## config.mk

```make
export PLATFORM = sky130hd
export DESIGN_NAME = strobe_shutdown_sequencer_unit
export DESIGN_NICKNAME = d
export VERILOG_FILES = /design/src/rtl/core/ssseq_pkg.sv /design/src/rtl/core/ssseq_next.sv /design/src/rtl/core/strobe_shutdown_sequencer_unit.sv
export SDC_FILE = /design/constraint.sdc
export NUM_CORES = 1
export LEC_CHECK = 0
export BUFFER_PORTS_ARGS = -buffer_cell sky130_fd_sc_hd__buf_2
export CAP_MARGIN = 20
export CORE_ASPECT_RATIO = 0.6
export CORE_MARGIN = 5
export CORE_UTILIZATION = 45
export CTS_CLUSTER_DIAMETER = 60
export DETAILED_ROUTE_END_ITERATION = 6
export PLACE_DENSITY = 0.75
export SLEW_MARGIN = 20
export SYNTH_ARGS = -nofsm -noshare
export SYNTH_HDL_FRONTEND = slang
export SYNTH_SLANG_ARGS = --single-unit
```

## constraint.sdc

```tcl
create_clock -name clk_i -period 6.2 [get_ports clk_i]
set_clock_uncertainty 0.2 [all_clocks]
set_input_delay 0.31 -clock clk_i [delete_from_list [all_inputs] [get_ports clk_i]]
set_output_delay 0.31 -clock clk_i [all_outputs]
set_load 0.03 [all_outputs]
```

## src/rtl/core/ssseq_pkg.sv

```systemverilog
// Shared types, mode codes and delay table of the strobe shutdown sequencer.
`default_nettype none
package ssseq_pkg;

  localparam int unsigned InWidth   = 16;
  localparam int unsigned OutWidth  = 8;

  localparam logic [2:0] ModeInit  = 3'd0;
  localparam logic [2:0] ModeWStop = 3'd1;
  localparam logic [2:0] ModeWPOff = 3'd2;
  localparam logic [2:0] ModeDelay = 3'd3;
  localparam logic [2:0] ModeError = 3'd4;
  localparam logic [2:0] ModeOff   = 3'd5;

  localparam logic [7:0] HbLimitReset = 8'd50;

  typedef struct packed {
    logic [2:0] rotary_pins;
    logic       seconds_mode;
    logic       fault_check_off;
    logic       strobe_ok;
    logic       stop_detect;
    logic       power_present;
    logic       tick;
  } in_word_t;

  typedef struct packed {
    logic [2:0] mode_code;
    logic       led_red;
    logic       led_green;
    logic       power_hold;
    logic       strobe_on;
  } out_word_t;

  typedef struct packed {
    logic [2:0]  mode;
    logic [2:0]  mode_before_error;
    logic [7:0]  hb_count;
    logic [15:0] sd_count;
    logic [2:0]  rotary;
    logic        strobe;
    logic        hold;
    logic        green;
    logic        red;
  } seq_state_t;

  function automatic logic [15:0] delay_limit(input logic [3:0] idx);
    logic [15:0] v;
    unique case (idx)
      4'd0:    v = 16'd0;
      4'd1:    v = 16'd600;
      4'd2:    v = 16'd840;
      4'd3:    v = 16'd1080;
      4'd4:    v = 16'd1320;
      4'd5:    v = 16'd1560;
      4'd6:    v = 16'd1800;
      4'd7:    v = 16'd2400;
      4'd8:    v = 16'd0;
      4'd9:    v = 16'd10;
      4'd10:   v = 16'd14;
      4'd11:   v = 16'd18;
      4'd12:   v = 16'd22;
      4'd13:   v = 16'd26;
      4'd14:   v = 16'd30;
      default: v = 16'd40;
    endcase
    return v;
  endfunction

endpackage
`default_nettype wire

```

## src/rtl/core/ssseq_next.sv

```systemverilog
// Next-state logic for one pass of the sequencer loop.
`default_nettype none
module ssseq_next (
  input  ssseq_pkg::seq_state_t cur_i,
  input  ssseq_pkg::in_word_t   word_i,
  input  logic [7:0]            hb_limit_i,
  output ssseq_pkg::seq_state_t nxt_o
);

  ssseq_pkg::seq_state_t s;
  logic [7:0]            hb;

  always_comb begin
    s  = cur_i;
    hb = cur_i.hb_count + {7'd0, word_i.tick};
    if (cur_i.mode != ssseq_pkg::ModeOff) begin
      s.hb_count = hb;
      if (hb > hb_limit_i) begin
        s.hb_count = 8'd0;
        s.green    = ~cur_i.green;
        s.sd_count = cur_i.sd_count + 16'd1;
        s.rotary   = ~word_i.rotary_pins;
      end
      unique case (cur_i.mode)
        ssseq_pkg::ModeInit: begin
          s.mode   = ssseq_pkg::ModeWStop;
          s.strobe = 1'b1;
        end
        ssseq_pkg::ModeWStop: begin
          if (word_i.stop_detect) begin
            s.mode   = ssseq_pkg::ModeWPOff;
            s.strobe = 1'b0;
          end
          if (!word_i.strobe_ok && !word_i.fault_check_off) begin
            s.mode_before_error = s.mode;
            s.mode              = ssseq_pkg::ModeError;
          end
          if (!word_i.power_present) begin
            s.sd_count = 16'd0;
            s.mode     = ssseq_pkg::ModeDelay;
            s.strobe   = 1'b1;
          end
        end
        ssseq_pkg::ModeWPOff: begin
          if (!word_i.power_present) begin
            s.sd_count = 16'd0;
            s.mode     = ssseq_pkg::ModeDelay;
            s.strobe   = 1'b1;
          end
        end
        ssseq_pkg::ModeDelay: begin
          if (s.sd_count > ssseq_pkg::delay_limit({word_i.seconds_mode, s.rotary})) begin
            s.hold = 1'b0;
            s.mode = ssseq_pkg::ModeOff;
          end else if (word_i.power_present && (s.sd_count > 16'd2)) begin
            s.mode = ssseq_pkg::ModeInit;
          end
        end
        ssseq_pkg::ModeError: begin
          s.red = 1'b1;
          if (word_i.strobe_ok) begin
            s.red = 1'b0;
            if (cur_i.mode_before_error == ssseq_pkg::ModeWStop) begin
              s.mode = ssseq_pkg::ModeWStop;
            end
          end
        end
        ssseq_pkg::ModeOff: begin
          s = cur_i;
        end
        default: begin
          s.mode = ssseq_pkg::ModeInit;
        end
      endcase
    end
  end

  assign nxt_o = s;

endmodule
`default_nettype wire

```

## src/rtl/core/strobe_shutdown_sequencer_unit.sv

```systemverilog
// Top level of the strobe shutdown sequencer: input register, state and result register.
`default_nettype none
// One input word is one pass of the control loop; it yields exactly one result word
// with the levels after that pass. A taken word waits in the input register; its result
// word enters the result register once the output side has room. One word is taken
// every cycle while the output side keeps up (the next sequencer state is combinational).
// The user writes the heartbeat limit through cfg_we_i only while no word is in flight;
// the block itself does not enforce this. The limit resets to 50.
module strobe_shutdown_sequencer_unit (
  input  logic        clk_i,
  input  logic        rst_ni,
  input  logic        cfg_we_i,
  input  logic [7:0]  cfg_wdata_i,
  input  logic        s_axis_tvalid,
  output logic        s_axis_tready,
  // tick, power_present, stop_detect, strobe_ok, fault_check_off, seconds_mode,
  // rotary_pins[2:0], zero fill
  input  logic [15:0] s_axis_tdata,
  output logic        m_axis_tvalid,
  input  logic        m_axis_tready,
  // strobe_on, power_hold, led_green, led_red, mode_code[2:0], zero fill
  output logic [7:0]  m_axis_tdata
);

  logic                  in_valid_q;
  ssseq_pkg::in_word_t   in_word_q;
  logic                  out_valid_q;
  ssseq_pkg::out_word_t  out_word_q;
  logic [7:0]            hb_limit_q;
  ssseq_pkg::seq_state_t state_q;
  ssseq_pkg::seq_state_t state_d;
  logic                  advance;

  assign advance       = in_valid_q && (!out_valid_q || m_axis_tready);
  assign s_axis_tready = !in_valid_q || advance;

  ssseq_next u_next (
    .cur_i      (state_q),
    .word_i     (in_word_q),
    .hb_limit_i (hb_limit_q),
    .nxt_o      (state_d)
  );

  always_ff @(posedge clk_i or negedge rst_ni) begin
    if (!rst_ni) begin
      hb_limit_q <= ssseq_pkg::HbLimitReset;
    end else if (cfg_we_i) begin
      hb_limit_q <= cfg_wdata_i;
    end
  end

  always_ff @(posedge clk_i or negedge rst_ni) begin
    if (!rst_ni) begin
      in_valid_q  <= 1'b0;
      out_valid_q <= 1'b0;
      state_q     <= '{mode: ssseq_pkg::ModeInit, mode_before_error: 3'd0,
                       hb_count: 8'd0, sd_count: 16'd0, rotary: 3'd0,
                       strobe: 1'b0, hold: 1'b1, green: 1'b0, red: 1'b0};
    end else begin
      if (s_axis_tready) begin
        in_valid_q <= s_axis_tvalid;
      end
      if (advance) begin
        out_valid_q <= 1'b1;
        state_q     <= state_d;
      end else if (m_axis_tready) begin
        out_valid_q <= 1'b0;
      end
    end
  end

  always_ff @(posedge clk_i) begin
    if (s_axis_tready && s_axis_tvalid) begin
      in_word_q <= s_axis_tdata[8:0];
    end
    if (advance) begin
      out_word_q <= '{mode_code: state_d.mode, led_red: state_d.red,
                      led_green: state_d.green, power_hold: state_d.hold,
                      strobe_on: state_d.strobe};
    end
  end

  assign m_axis_tvalid = out_valid_q;
  assign m_axis_tdata  = {1'b0, out_word_q};

endmodule
`default_nettype wire
```

==> results.yml, run 1 <==
synthesis:
  yosysWarnings: 0
  synth_edf_count: 16
  syn_area_sq_um: 4240
  synth-async-reset-ratio: 0.746
  ys_types: 72
  avgSynthCellArea_sq_um: 9.10
  seq_area_frac_synth: 0.392
  ys_ff_latch: 63
  syn_nets: 522
  synthCells: 466
  ys.flop_type: "dfrtp_1"
worst_setup_path:
  critPathMaxStageDelay_ns: 0.39
  path_common_cell: "ha_1"
  crit_buf_inv: 1
  critical_path.top_delay_family: "simple AND/OR/NAND/NOR gates"
  cp_data_required_time_ns: 6.08
  worstSetupStartpointType: "register"
  critPathCaptureType: "register"
  arrival_ns: 5.67
  worst-path-max-fanout: 6
  crit_chain: "ha_1, nand3_1, nor3_1, xor2_1, ha_1, nand4_2, or2_2, o21ai_1, nand2_1, o21ai_1, inv_1, ha_1, mux2_2, nand2_1, o21ai_0, ha_1, a21oi_1, o21ai_0, a31oi_1, o21ai_0, mux2i_1, a211o_1, a21boi_2, or2_1"
  slowest_stage: "or2_2"
  path_class: "register to register"
pwr:
  power_density_nw_per_um2: 356
  total_leakage_power_nw: 2.03
  vdd_drop_max_mv: 0.192
cells_and_area:
  nFillCells: 828
  fin_cells: 644
  area_growth_pct: 16.6
  nNetsFinal: 565
  n_antenna_cell: 0
  drive_gt1_frac: 0.163
global_route:
  grt_max_degree: 48
  gr-usage-met1: 0.271
  grt_util_met2: 0.257
  globalRouteOverflowTotal: 0
  antenna_found_initial: 0
  grt_busiest_layer: "met1"
  grt_pass1_wl_microns: 17000
  met3_usage: 0.0557
  grt.total_usage: 0.187
  grt_pass1_vias: 3465
routing:
  wl_per_cell_microns: 15.7
  drt-initial-drc-count: 399
  routed_wl_microns: 10100
  firstDrtPassIters: 5
  drc: 0
  antenna_left: 0
  vias: 3660
  via_per_inst: 5.68
run:
  cap_violations: 0
die:
  boundaryPins: 39
  die_y_microns: 85.2
  die-area_sq_um: 11500
  die_w_microns: 135
  rows: 27
  start_util: 0.462
  coreArea_sq_um: 9190
sta:
  tightest_slew_ns: 0.894
  hold_ws_ns: 0.0121
  fmax_mhz: 173
  fin_crit_sh: 0.933
  rsz0062_at_grt: "no"
  finalSetupViolations: 0
  relSlewSlack: 0.403
  min_period_ns: 5.78
  hold_violations: 0
  maxSlewViolCount: 0
  tns_ns: 0
cts:
  clockBufferDepth: 2
  cts_root_buf: "clkbuf_16"
  clock_latency_ns: 0.34
  cts.sinks: 63
  clkSlewWorstSetupHoldPaths_ns: 0.05
  cts_made_buffers: 9
  cts-htree-levels: 3
  cts_tree: "done"
  postCtsSetupBuffers: 0
place:
  gp_congestion: 0.942
  dp_hpwl_microns: 7290
  portBuffers: 30
  dp.cells: 610
outcome:
  status: "completed"
min_path:
  hold_path.class: "input pin to register"
## logic make-up (layout without fill, tap and decap cells)
kind of cell             Yosys count  count (layout)  synth area share
AND/OR/NAND/NOR                  162             162             0.195
AO/OA/AOI/OAI                    138             138             0.214
flip-flops                        63              63             0.392
buffers and inverters             44              92            0.0498
adder cells (fa/ha/maj)           27              27            0.0796
XOR/XNOR                          20              20            0.0413
multiplexers                      11              11            0.0280
other                              1               1          0.000884
## sequential cells by signal (all words and copies together), names as in the netlist
name and cells:
hb_limit_q 8, in_valid_q 1, in_word_q 9, m_axis_tdata 7, m_axis_tvalid 1, state_q 37
## area by class of cell
| type | instances | area, sq um | area share |
|---|---|---|---|
| Clock buffer | 9 | 225 | 0.0455 |
| Clock inverter | 7 | 63.8 | 0.0129 |
| Inverter | 21 | 78.8 | 0.0159 |
| Multi-Input combinational cell | 359 | 2370 | 0.480 |
| Sequential cell | 63 | 1660 | 0.336 |
| Tap cell | 130 | 163 | 0.0329 |
| Timing Repair Buffer | 55 | 383 | 0.0774 |
## where the power goes
| group | leakage [nW] | switching [mW] | internal (mW) |
|---|---|---|---|
| Combinational | 1.14 | 0.411 | 0.266 |
| Sequential | 0.757 | 0.0826 | 0.510 |
| Clock | 0.139 | 0.185 | 0.307 |
## cells in the mapped netlist (all sizes together) (2+ instances only)
| cell type | number | area (sq um) |
|---|---|---|
| o211ai | 6 | 50.1 |
| xor2 | 3 | 26.3 |
| a21o | 4 | 37.5 |
| o31ai | 13 | 97.6 |
| ha | 27 | 338 |
| nand2b | 10 | 62.6 |
| edfxtp | 16 | 480 |
| nand3 | 12 | 65.1 |
| a21boi | 2 | 18.8 |
| dfstp | 4 | 105 |
| clkbuf | 15 | 66.3 |
| nor3b | 2 | 15.0 |
| a211o | 5 | 43.8 |
| a21oi | 28 | 140 |
| mux2i | 7 | 73.8 |
| o21ai | 52 | 260 |
| nor3 | 8 | 40.0 |
| nor2 | 30 | 120 |
| a211oi | 4 | 30.0 |
| dfrtp | 43 | 1080 |
| nand4 | 9 | 77.6 |
| nor4 | 3 | 18.8 |
| and2 | 5 | 33.8 |
| a22o | 2 | 17.5 |
| or4b | 2 | 23.8 |
| a22oi | 2 | 20.0 |
| nand3b | 2 | 15.0 |
| inv | 20 | 75.1 |
| o31a | 2 | 18.8 |
| buf | 8 | 66.3 |
| xnor2 | 17 | 149 |
| mux2 | 4 | 45.0 |
| o21a | 2 | 15.0 |
| a31o | 2 | 17.5 |
| nor2b | 7 | 43.8 |
| a2111oi | 4 | 60.1 |
| nand2 | 60 | 225 |
| or2 | 4 | 25.0 |
| and3 | 6 | 45.0 |
| a31oi | 6 | 43.8 |
## worst paths after layout
check,endpoint,slack (ns),start,cells past startpoint
max in group asynchronous,state_q[23],4.95,rst_ni,3
hold / removal,hb_limit_q[0],0.01,cfg_wdata_i[0],2
setup / recovery,m_axis_tdata[4],0.42,state_q[23],24
setup reg to reg,m_axis_tdata[4],0.42,state_q[23],24
hold reg to reg,state_q[2],0.28,state_q[2],1
min in group asynchronous,state_q[22],0.43,rst_ni,3
## cell usage in the layout (no fill, tap or decap), types with 6 or more instances in the layout
cell            n
ha_1           27
buf_4           7
a21oi_1        27
nand3_1        11
nand2b_1       10
mux2i_1         6
nor2b_1         7
nor2_1         29
nand4_1         7
nor3_1          8
dfrtp_1        43
dlygate4sd3_1  18
xnor2_1        17
clkbuf_16       9
edfxtp_1       16
inv_1          20
buf_2          30
o21ai_0        48
o31ai_1        13
nand2_1        60
## through the flow
stage | worst slack, ns | utilization | area (sq um) | power (mW)
6_report | 0.417 | 0.538 | 4950 | 1.76
5_1_grt | 0.00505 | 0.538 | 4950 | 1.87
4_1_cts | 0.309 | 0.538 | 4940 | 1.76
3_5_place_dp | 0.329 | 0.487 | 4470 | 1.25
3_3_place_gp | 0.503 | 0.487 | 4470 | 1.21
2_1_floorplan | 0.952 | - | 4240 | 1.07
## layer usage
layer | share of wire | up-vias
met5 | 0 | -
met2 | 0.42 | 153
met1 | 0.49 | 1723
met3 | 0.076 | 17
met4 | 0.018 | 0
li1 | - | 1767
## what timing repair did
item / 4_1_cts / 5_1_grt
endpoints found under the hold margin: 60 / 0
endpoints found under the setup margin: 0 / 8
resized for setup: 0 / 2
hold buffers: 18 / 0
Note: power is estimated with default switching activity, not from simulation.
==> inputs of run 2 (changes only) <==
Settings changed: ABC_AREA set to 1, TNS_END_PERCENT set to 5.
==> run 2 against run 1 <==
  * Die area is 4.8% lower
  * Via count is 6.3% lower
  * Synthesized cell count is 6.4% higher
  * Cell count is 3.3% higher
  * Wire length is 11% lower
  * Flip-flop and latch count stayed put
  * Clock-buffer cell count is 3 higher
  * Critical path type unchanged
==> results.yml, run 2 <==
outcome:
  status: "completed"
synthesis:
  avgSynthCellArea_sq_um: 8.10
  synth.most_common_cell: "nand2_1"
  synth_area_leader_cell: "dfrtp_1"
  ys_ff_latch: 63
  ys_types: 43
  synth_commonest_cells: "nand2_1, inv_1, dfrtp_1"
  synth_edf_count: 16
  synthDominantCellAreaShare: 0.268
  syn_nets: 552
  yosysWarnings: 0
  synthCells: 496
  ys_top_cells_by_area: "dfrtp_1, nand2_1, edfxtp_1"
  syn_area_sq_um: 4020
  synth-async-reset-ratio: 0.746
  seq_area_frac_synth: 0.414
  ys.flop_type: "dfrtp_1"
worst_setup_path:
  arrival_ns: 5.47
  path_common_cell: "nand2_1"
  path_class: "register to register"
  critPathMaxStageDelay_ns: 0.37
  slowest_stage: "dfrtp_1"
  worstSetupStartpointType: "register"
  worst-path-max-fanout: 27
  critPathCaptureType: "register"
  cp_data_required_time_ns: 6.07
cells_and_area:
  regMostFlops: "state_q"
  nNetsFinal: 604
  fin_cells: 665
  area_growth_pct: 18.1
  layout_common_cells: "nand2_1, inv_1, dfrtp_1, buf_2, ha_1"
  fin_area_sq_um: 4740
  nFillCells: 766
  drive_gt1_frac: 0.163
  fin_util: 0.550
  largest_reg_flops: 37
  final_common_cell: "nand2_1"
  largestRegisters: "state_q x37, in_word_q x9, hb_limit_q x8"
  n_antenna_cell: 0
place:
  dp_hpwl_microns: 6490
  placed_area_sq_um: 4250
  portBuffers: 30
  gp_congestion: 0.886
  dp.cells: 631
cts:
  postCtsSetupBuffers: 0
  cts_made_buffers: 9
  clockBufferDepth: 2
  cts_tree: "done"
  cts.sinks: 63
  clock_latency_ns: 0.34
  clkSlewWorstSetupHoldPaths_ns: 0.05
  cts-htree-levels: 3
  cts_root_buf: "clkbuf_16"
die:
  coreArea_sq_um: 8620
  rows: 26
  boundaryPins: 39
  start_util: 0.466
  die-area_sq_um: 11000
  die_y_microns: 83.2
  die_w_microns: 132
sta:
  relSlewSlack: 0.570
  finalSetupViolations: 0
  maxSlewViolCount: 0
  tightest_slew_ns: 0.641
  hold_violations: 0
  tns_ns: 0
  min_period_ns: 5.60
  fmax_mhz: 179
  fin_crit_sh: 0.903
  rsz0062_at_grt: "no"
global_route:
  antenna_found_initial: 0
  grt.total_usage: 0.173
  globalRouteOverflowTotal: 0
  grt_max_degree: 48
  grt_pass1_vias: 3311
  grt_pass1_wl_microns: 15600
routing:
  drt-initial-drc-count: 282
  wl_per_cell_microns: 13.5
  vias: 3430
  via_per_inst: 5.16
  antenna_left: 0
  firstDrtPassIters: 7
  drc: 0
  routed_wl_microns: 8960
pwr:
  total_leakage_power_nw: 2.42
  power_mw: 2.10
  vdd_drop_max_mv: 0.188
  power_density_nw_per_um2: 443
run:
  cap_violations: 0
min_path:
  hold_path.class: "input pin to register"
==> run 2: changes by cell type after synthesis, moves of 15 or more <==
cell / delta
o22ai_1: +15
nand2_1: +71
xnor2_1: -16
nand3_1: +15
inv_1: +53
a21oi_1: -18
o21ai_0: -25
==> run 2: kinds of logic (layout without fill, tap and decap cells) <==
| kind of cell | after synthesis | in the layout | share of synthesized area |
|---|---|---|---|
| and+or+nand+nor | 232 | 232 | 0.271 |
| buffers and inverters | 88 | 145 | 0.0912 |
| AOI/OAI and AO/OA | 68 | 68 | 0.102 |
| DFF | 63 | 63 | 0.414 |
| adders and majority gates | 27 | 27 | 0.0841 |
| xor gates and xnor gates | 16 | 16 | 0.0349 |
| other | 1 | 1 | 0.000933 |
| muxes | 1 | 1 | 0.00280 |
==> run 2: critical path, delay by kind of cell, from the launching register on <==
family	cells	cell delay [ns]
AOI/OAI and AO/OA	1	0.25
xor gates and xnor gates	1	0.17
adders and majority gates	4	0.84
buffers and inverters	6	0.63
DFF	1	0.37
and+or+nand+nor	22	2.88
==> run 2: timing repair <==
item                                   in CTS  in global routing
endpoints found under the hold margin      60                  0
setup endpoints to repair                   0                  6
hold buffers                               18                  0
resized for setup                           0                  1
==> run 2: worst paths after layout <==
path                       depth (start not counted)  slack [ns]               to            from
max reg2reg                                       34        0.60  m_axis_tdata[4]     state_q[23]
max                                               34        0.60  m_axis_tdata[4]     state_q[23]
min in group asynchronous                          3        0.42      state_q[19]          rst_ni
min                                                3        0.01    hb_limit_q[4]  cfg_wdata_i[4]
min reg2reg                                        2        0.26       state_q[2]      state_q[2]
max in group asynchronous                          3        4.96    m_axis_tvalid          rst_ni
==> run 2: layer usage <==
layer	up-vias	wire, microns	part of all wire	GRT usage
met5	-	0	0	0
met4	0	116	0.013	0.0514
met3	14	560	0.062	0.0483
met2	95	3840	0.43	0.257
met1	1608	4450	0.50	0.245
li1	1713	-	-	-
==> run 2: area by class of cell <==
| cell class | instances | area, sq um | share of cell area |
|---|---|---|---|
| inverters | 79 | 297 | 0.0625 |
| clock inverters | 4 | 70.1 | 0.0148 |
| well taps | 112 | 140 | 0.0295 |
| multi-input cells | 345 | 1990 | 0.420 |
| clock buffers | 12 | 236 | 0.0498 |
| flip-flops and latches | 63 | 1660 | 0.350 |
| repair buffers | 50 | 345 | 0.0728 |
==> run 2: where the power goes <==
| part | leakage (nW) | total, mW | internal (mW) | switching [mW] |
|---|---|---|---|---|
| sequential | 0.757 | 0.629 | 0.546 | 0.0825 |
| clock | 0.151 | 0.534 | 0.351 | 0.184 |
| combinational | 1.51 | 0.937 | 0.336 | 0.601 |
| total | 2.42 | 2.10 | 1.23 | 0.867 |
==> run 2: through the flow <==
stage | hold slack, ns | setup WS, ns
after floorplan | -0.186 | 1.45
final | 0.0114 | 0.602
after detailed placement | 0.249 | 0.487
after global placement | 0.244 | 0.744
after CTS | 0.00208 | 0.478
after global routing | 0.0517 | 0.0371
==> inputs of run 3 (changes only) <==
Settings changed: SYNTH_HIERARCHICAL set to 1.
==> run 3 against run 2 <==
  * Combinational power down 4.3%
  * First-iteration DRC count rose by 78%
  * Via count up 24%
  * Register-to-register slack hardly changed
  * Largest power group unchanged
==> results.yml, run 3 <==
outcome:
  status: "completed"
synthesis:
  synth_commonest_cells: "nand2_1, inv_1, nand3_1"
  synth_area_leader_cell: "dfrtp_1"
  synthDominantCellAreaShare: 0.241
  synthCells: 617
  seq_area_frac_synth: 0.373
  avgSynthCellArea_sq_um: 7.23
  yosysWarnings: 6
  ys_types: 40
  synth.most_common_cell: "nand2_1"
  synth-async-reset-ratio: 0.746
  ys.flop_type: "dfrtp_1"
  ys_top_cells_by_area: "dfrtp_1, nand2_1, edfxtp_1"
  syn_area_sq_um: 4460
  synth_edf_count: 16
  ys_ff_latch: 63
  syn_nets: 673
worst_setup_path:
  worst-path-max-fanout: 26
  rrSetupSlack_ns: 0.62
  cp_data_required_time_ns: 6.26
  critical_path.top_delay_family: "simple AND/OR/NAND/NOR gates"
  critical_path_cell_count: 32
  critPathMaxStageDelay_ns: 0.43
  critPathCaptureType: "register"
  r2r_cells: 32
  worstSetupStartpointType: "register"
  crit_buf_inv: 4
  path_class: "register to register"
  slowest_stage: "nand2_4"
  r2r_end: "state_q[35]"
  path_common_cell: "nand2_1"
  arrival_ns: 5.64
  r2r_start: "state_q[23]"
pwr:
  comb_power_share: 0.438
  pwr-share-seq: 0.297
  total_leakage_power_nw: 2.63
  p_clk_frac: 0.265
  power_density_nw_per_um2: 400
  p_int_mw: 1.18
  p_sw_frac: 0.424
  p_sw_uw: 867
  vdd_drop_max_mv: 0.241
sta:
  tns_ns: 0
  rsz0062_at_grt: "no"
  relSlewSlack: 0.371
  fin_crit_sh: 0.901
  fmax_mhz: 179
  min_period_ns: 5.58
  maxSlewViolCount: 0
  hold_ws_ns: 0.00606
  hold_violations: 0
  worst_slack_ns: 0.616
  finalSetupViolations: 0
  tightest_slew_ns: 0.940
global_route:
  grt_pass1_wl_microns: 19300
  grt_max_degree: 48
  grt_pass1_vias: 4097
  globalRouteOverflowTotal: 0
  grt.total_usage: 0.194
  antenna_found_initial: 0
routing:
  via_per_inst: 5.36
  drt-initial-drc-count: 502
  wl_per_cell_microns: 14.3
  routed_wl_microns: 11400
  drc: 0
  firstDrtPassIters: 5
  vias: 4250
  antenna_left: 0
run:
  cap_violations: 0
cells_and_area:
  fin_area_sq_um: 5110
  largestRegisters: "state_q x37, in_word_q x9, hb_limit_q x8"
  nFillCells: 892
  largest_reg_flops: 37
  drive_gt1_frac: 0.112
  n_antenna_cell: 0
  regMostFlops: "state_q"
  final_common_cell: "nand2_1"
  area_growth_pct: 14.7
  layout_common_cells: "nand2_1, inv_1, nand3_1, dfrtp_1, nor2_1"
  nNetsFinal: 709
cts:
  postCtsSetupBuffers: 0
  cts-htree-levels: 3
  cts_made_buffers: 9
  clockBufferDepth: 2
  clkSlewWorstSetupHoldPaths_ns: 0.06
  cts_tree: "done"
  cts_root_buf: "clkbuf_16"
  post_cts_resized: 0
  cts.sinks: 63
  clock_latency_ns: 0.33
die:
  boundaryPins: 39
  die_w_microns: 138
  die-area_sq_um: 12100
  die_y_microns: 87.1
  start_util: 0.456
  rows: 28
  coreArea_sq_um: 9770
place:
  pre_cts_slack_ns: 0.689
  portBuffers: 30
  gp_congestion: 0.968
  dp_hpwl_microns: 7820
  placed_area_sq_um: 4640
min_path:
  hold_path.class: "input pin to register"
  hp-start: "cfg_wdata_i[7]"
  hold_depth: 3
  holdPathEnd: "hb_limit_q[7]"
[run 3: cell count changes after synthesis, sizes merged, moves of 2 or more]
| cell | before | now |
|---|---|---|
| o21ai | 31 | 34 |
| nor4 | 2 | 0 |
| nand4 | 7 | 9 |
| xor2 | 15 | 11 |
| nand2 | 143 | 216 |
| clkinv | 2 | 0 |
| inv | 77 | 79 |
| nand3 | 31 | 73 |
| nor3 | 13 | 6 |
| buf | 5 | 19 |
| a21oi | 11 | 8 |
| nor2 | 30 | 36 |
[run 3: power by group through the flow]
stage / registers, mW / logic (mW) / clock network (mW)
after global placement: 0.607 / 0.832 / 0
after floorplan: 0.628 / 0.647 / 0
after detailed placement: 0.612 / 0.875 / 0
after global routing: 0.620 / 1.02 / 0.570
after CTS: 0.606 / 0.889 / 0.550
final: 0.607 / 0.897 / 0.542
[run 3: logic make-up after synthesis]
kind of cell,Yosys count,synth area share
adders and majority gates,27,0.0758
AOI/OAI and AO/OA,67,0.0862
xor gates and xnor gates,13,0.0255
buffers and inverters,101,0.0996
DFF,63,0.373
and+or+nand+nor,345,0.339
other,1,0.000841
[run 3: final cells by class]
type | count | area (sq um) | share of cell area
Clock buffer | 9 | 225 | 0.0440
Clock inverter | 7 | 93.8 | 0.0184
Inverter | 79 | 297 | 0.0580
Multi-Input combinational cell | 453 | 2350 | 0.460
Sequential cell | 63 | 1660 | 0.325
Tap cell | 135 | 169 | 0.0330
Timing Repair Buffer | 47 | 315 | 0.0617
[run 3: per-layer routing]
layer | share of wire | wire (microns) | GRT usage
met4 | 0.0028 | 32 | 0.0323
met5 | 0 | 0 | 0
met1 | 0.46 | 5230 | 0.267
met3 | 0.074 | 843 | 0.0433
met2 | 0.46 | 5270 | 0.322
[run 3: worst max-delay path by stage]
stage	from	endpoint	slack [ns]
3_3_place_gp	state_q[23]	state_q[35]	0.88
6_report	state_q[23]	state_q[35]	0.62
3_5_place_dp	state_q[23]	state_q[35]	0.69
2_1_floorplan	state_q[23]	m_axis_tdata[4]	1.66
5_1_grt	state_q[23]	state_q[35]	0.20
4_1_cts	state_q[23]	state_q[35]	0.66
[run 3: timing repair]
action	CTS	global route
hold endpoints to repair	57	0
hold buffers	15	0
endpoints found under the setup margin	0	0
[run 3: per-stage QoR]
step / std cells / util / power [mW]
global placement: 762 / 0.475 / 1.44
CTS: 793 / 0.523 / 2.04
finish: 793 / 0.523 / 2.05
global route: 793 / 0.523 / 2.22
floorplan: 617 / - / 1.28
detailed placement: 762 / 0.475 / 1.49
[run 3: worst min-delay path, delay by kind of cell]
kind | cells | cell delay, ns
buf+inv | 1 | 0.08
compound gates | 1 | 0.06
simple gates | 1 | 0.04
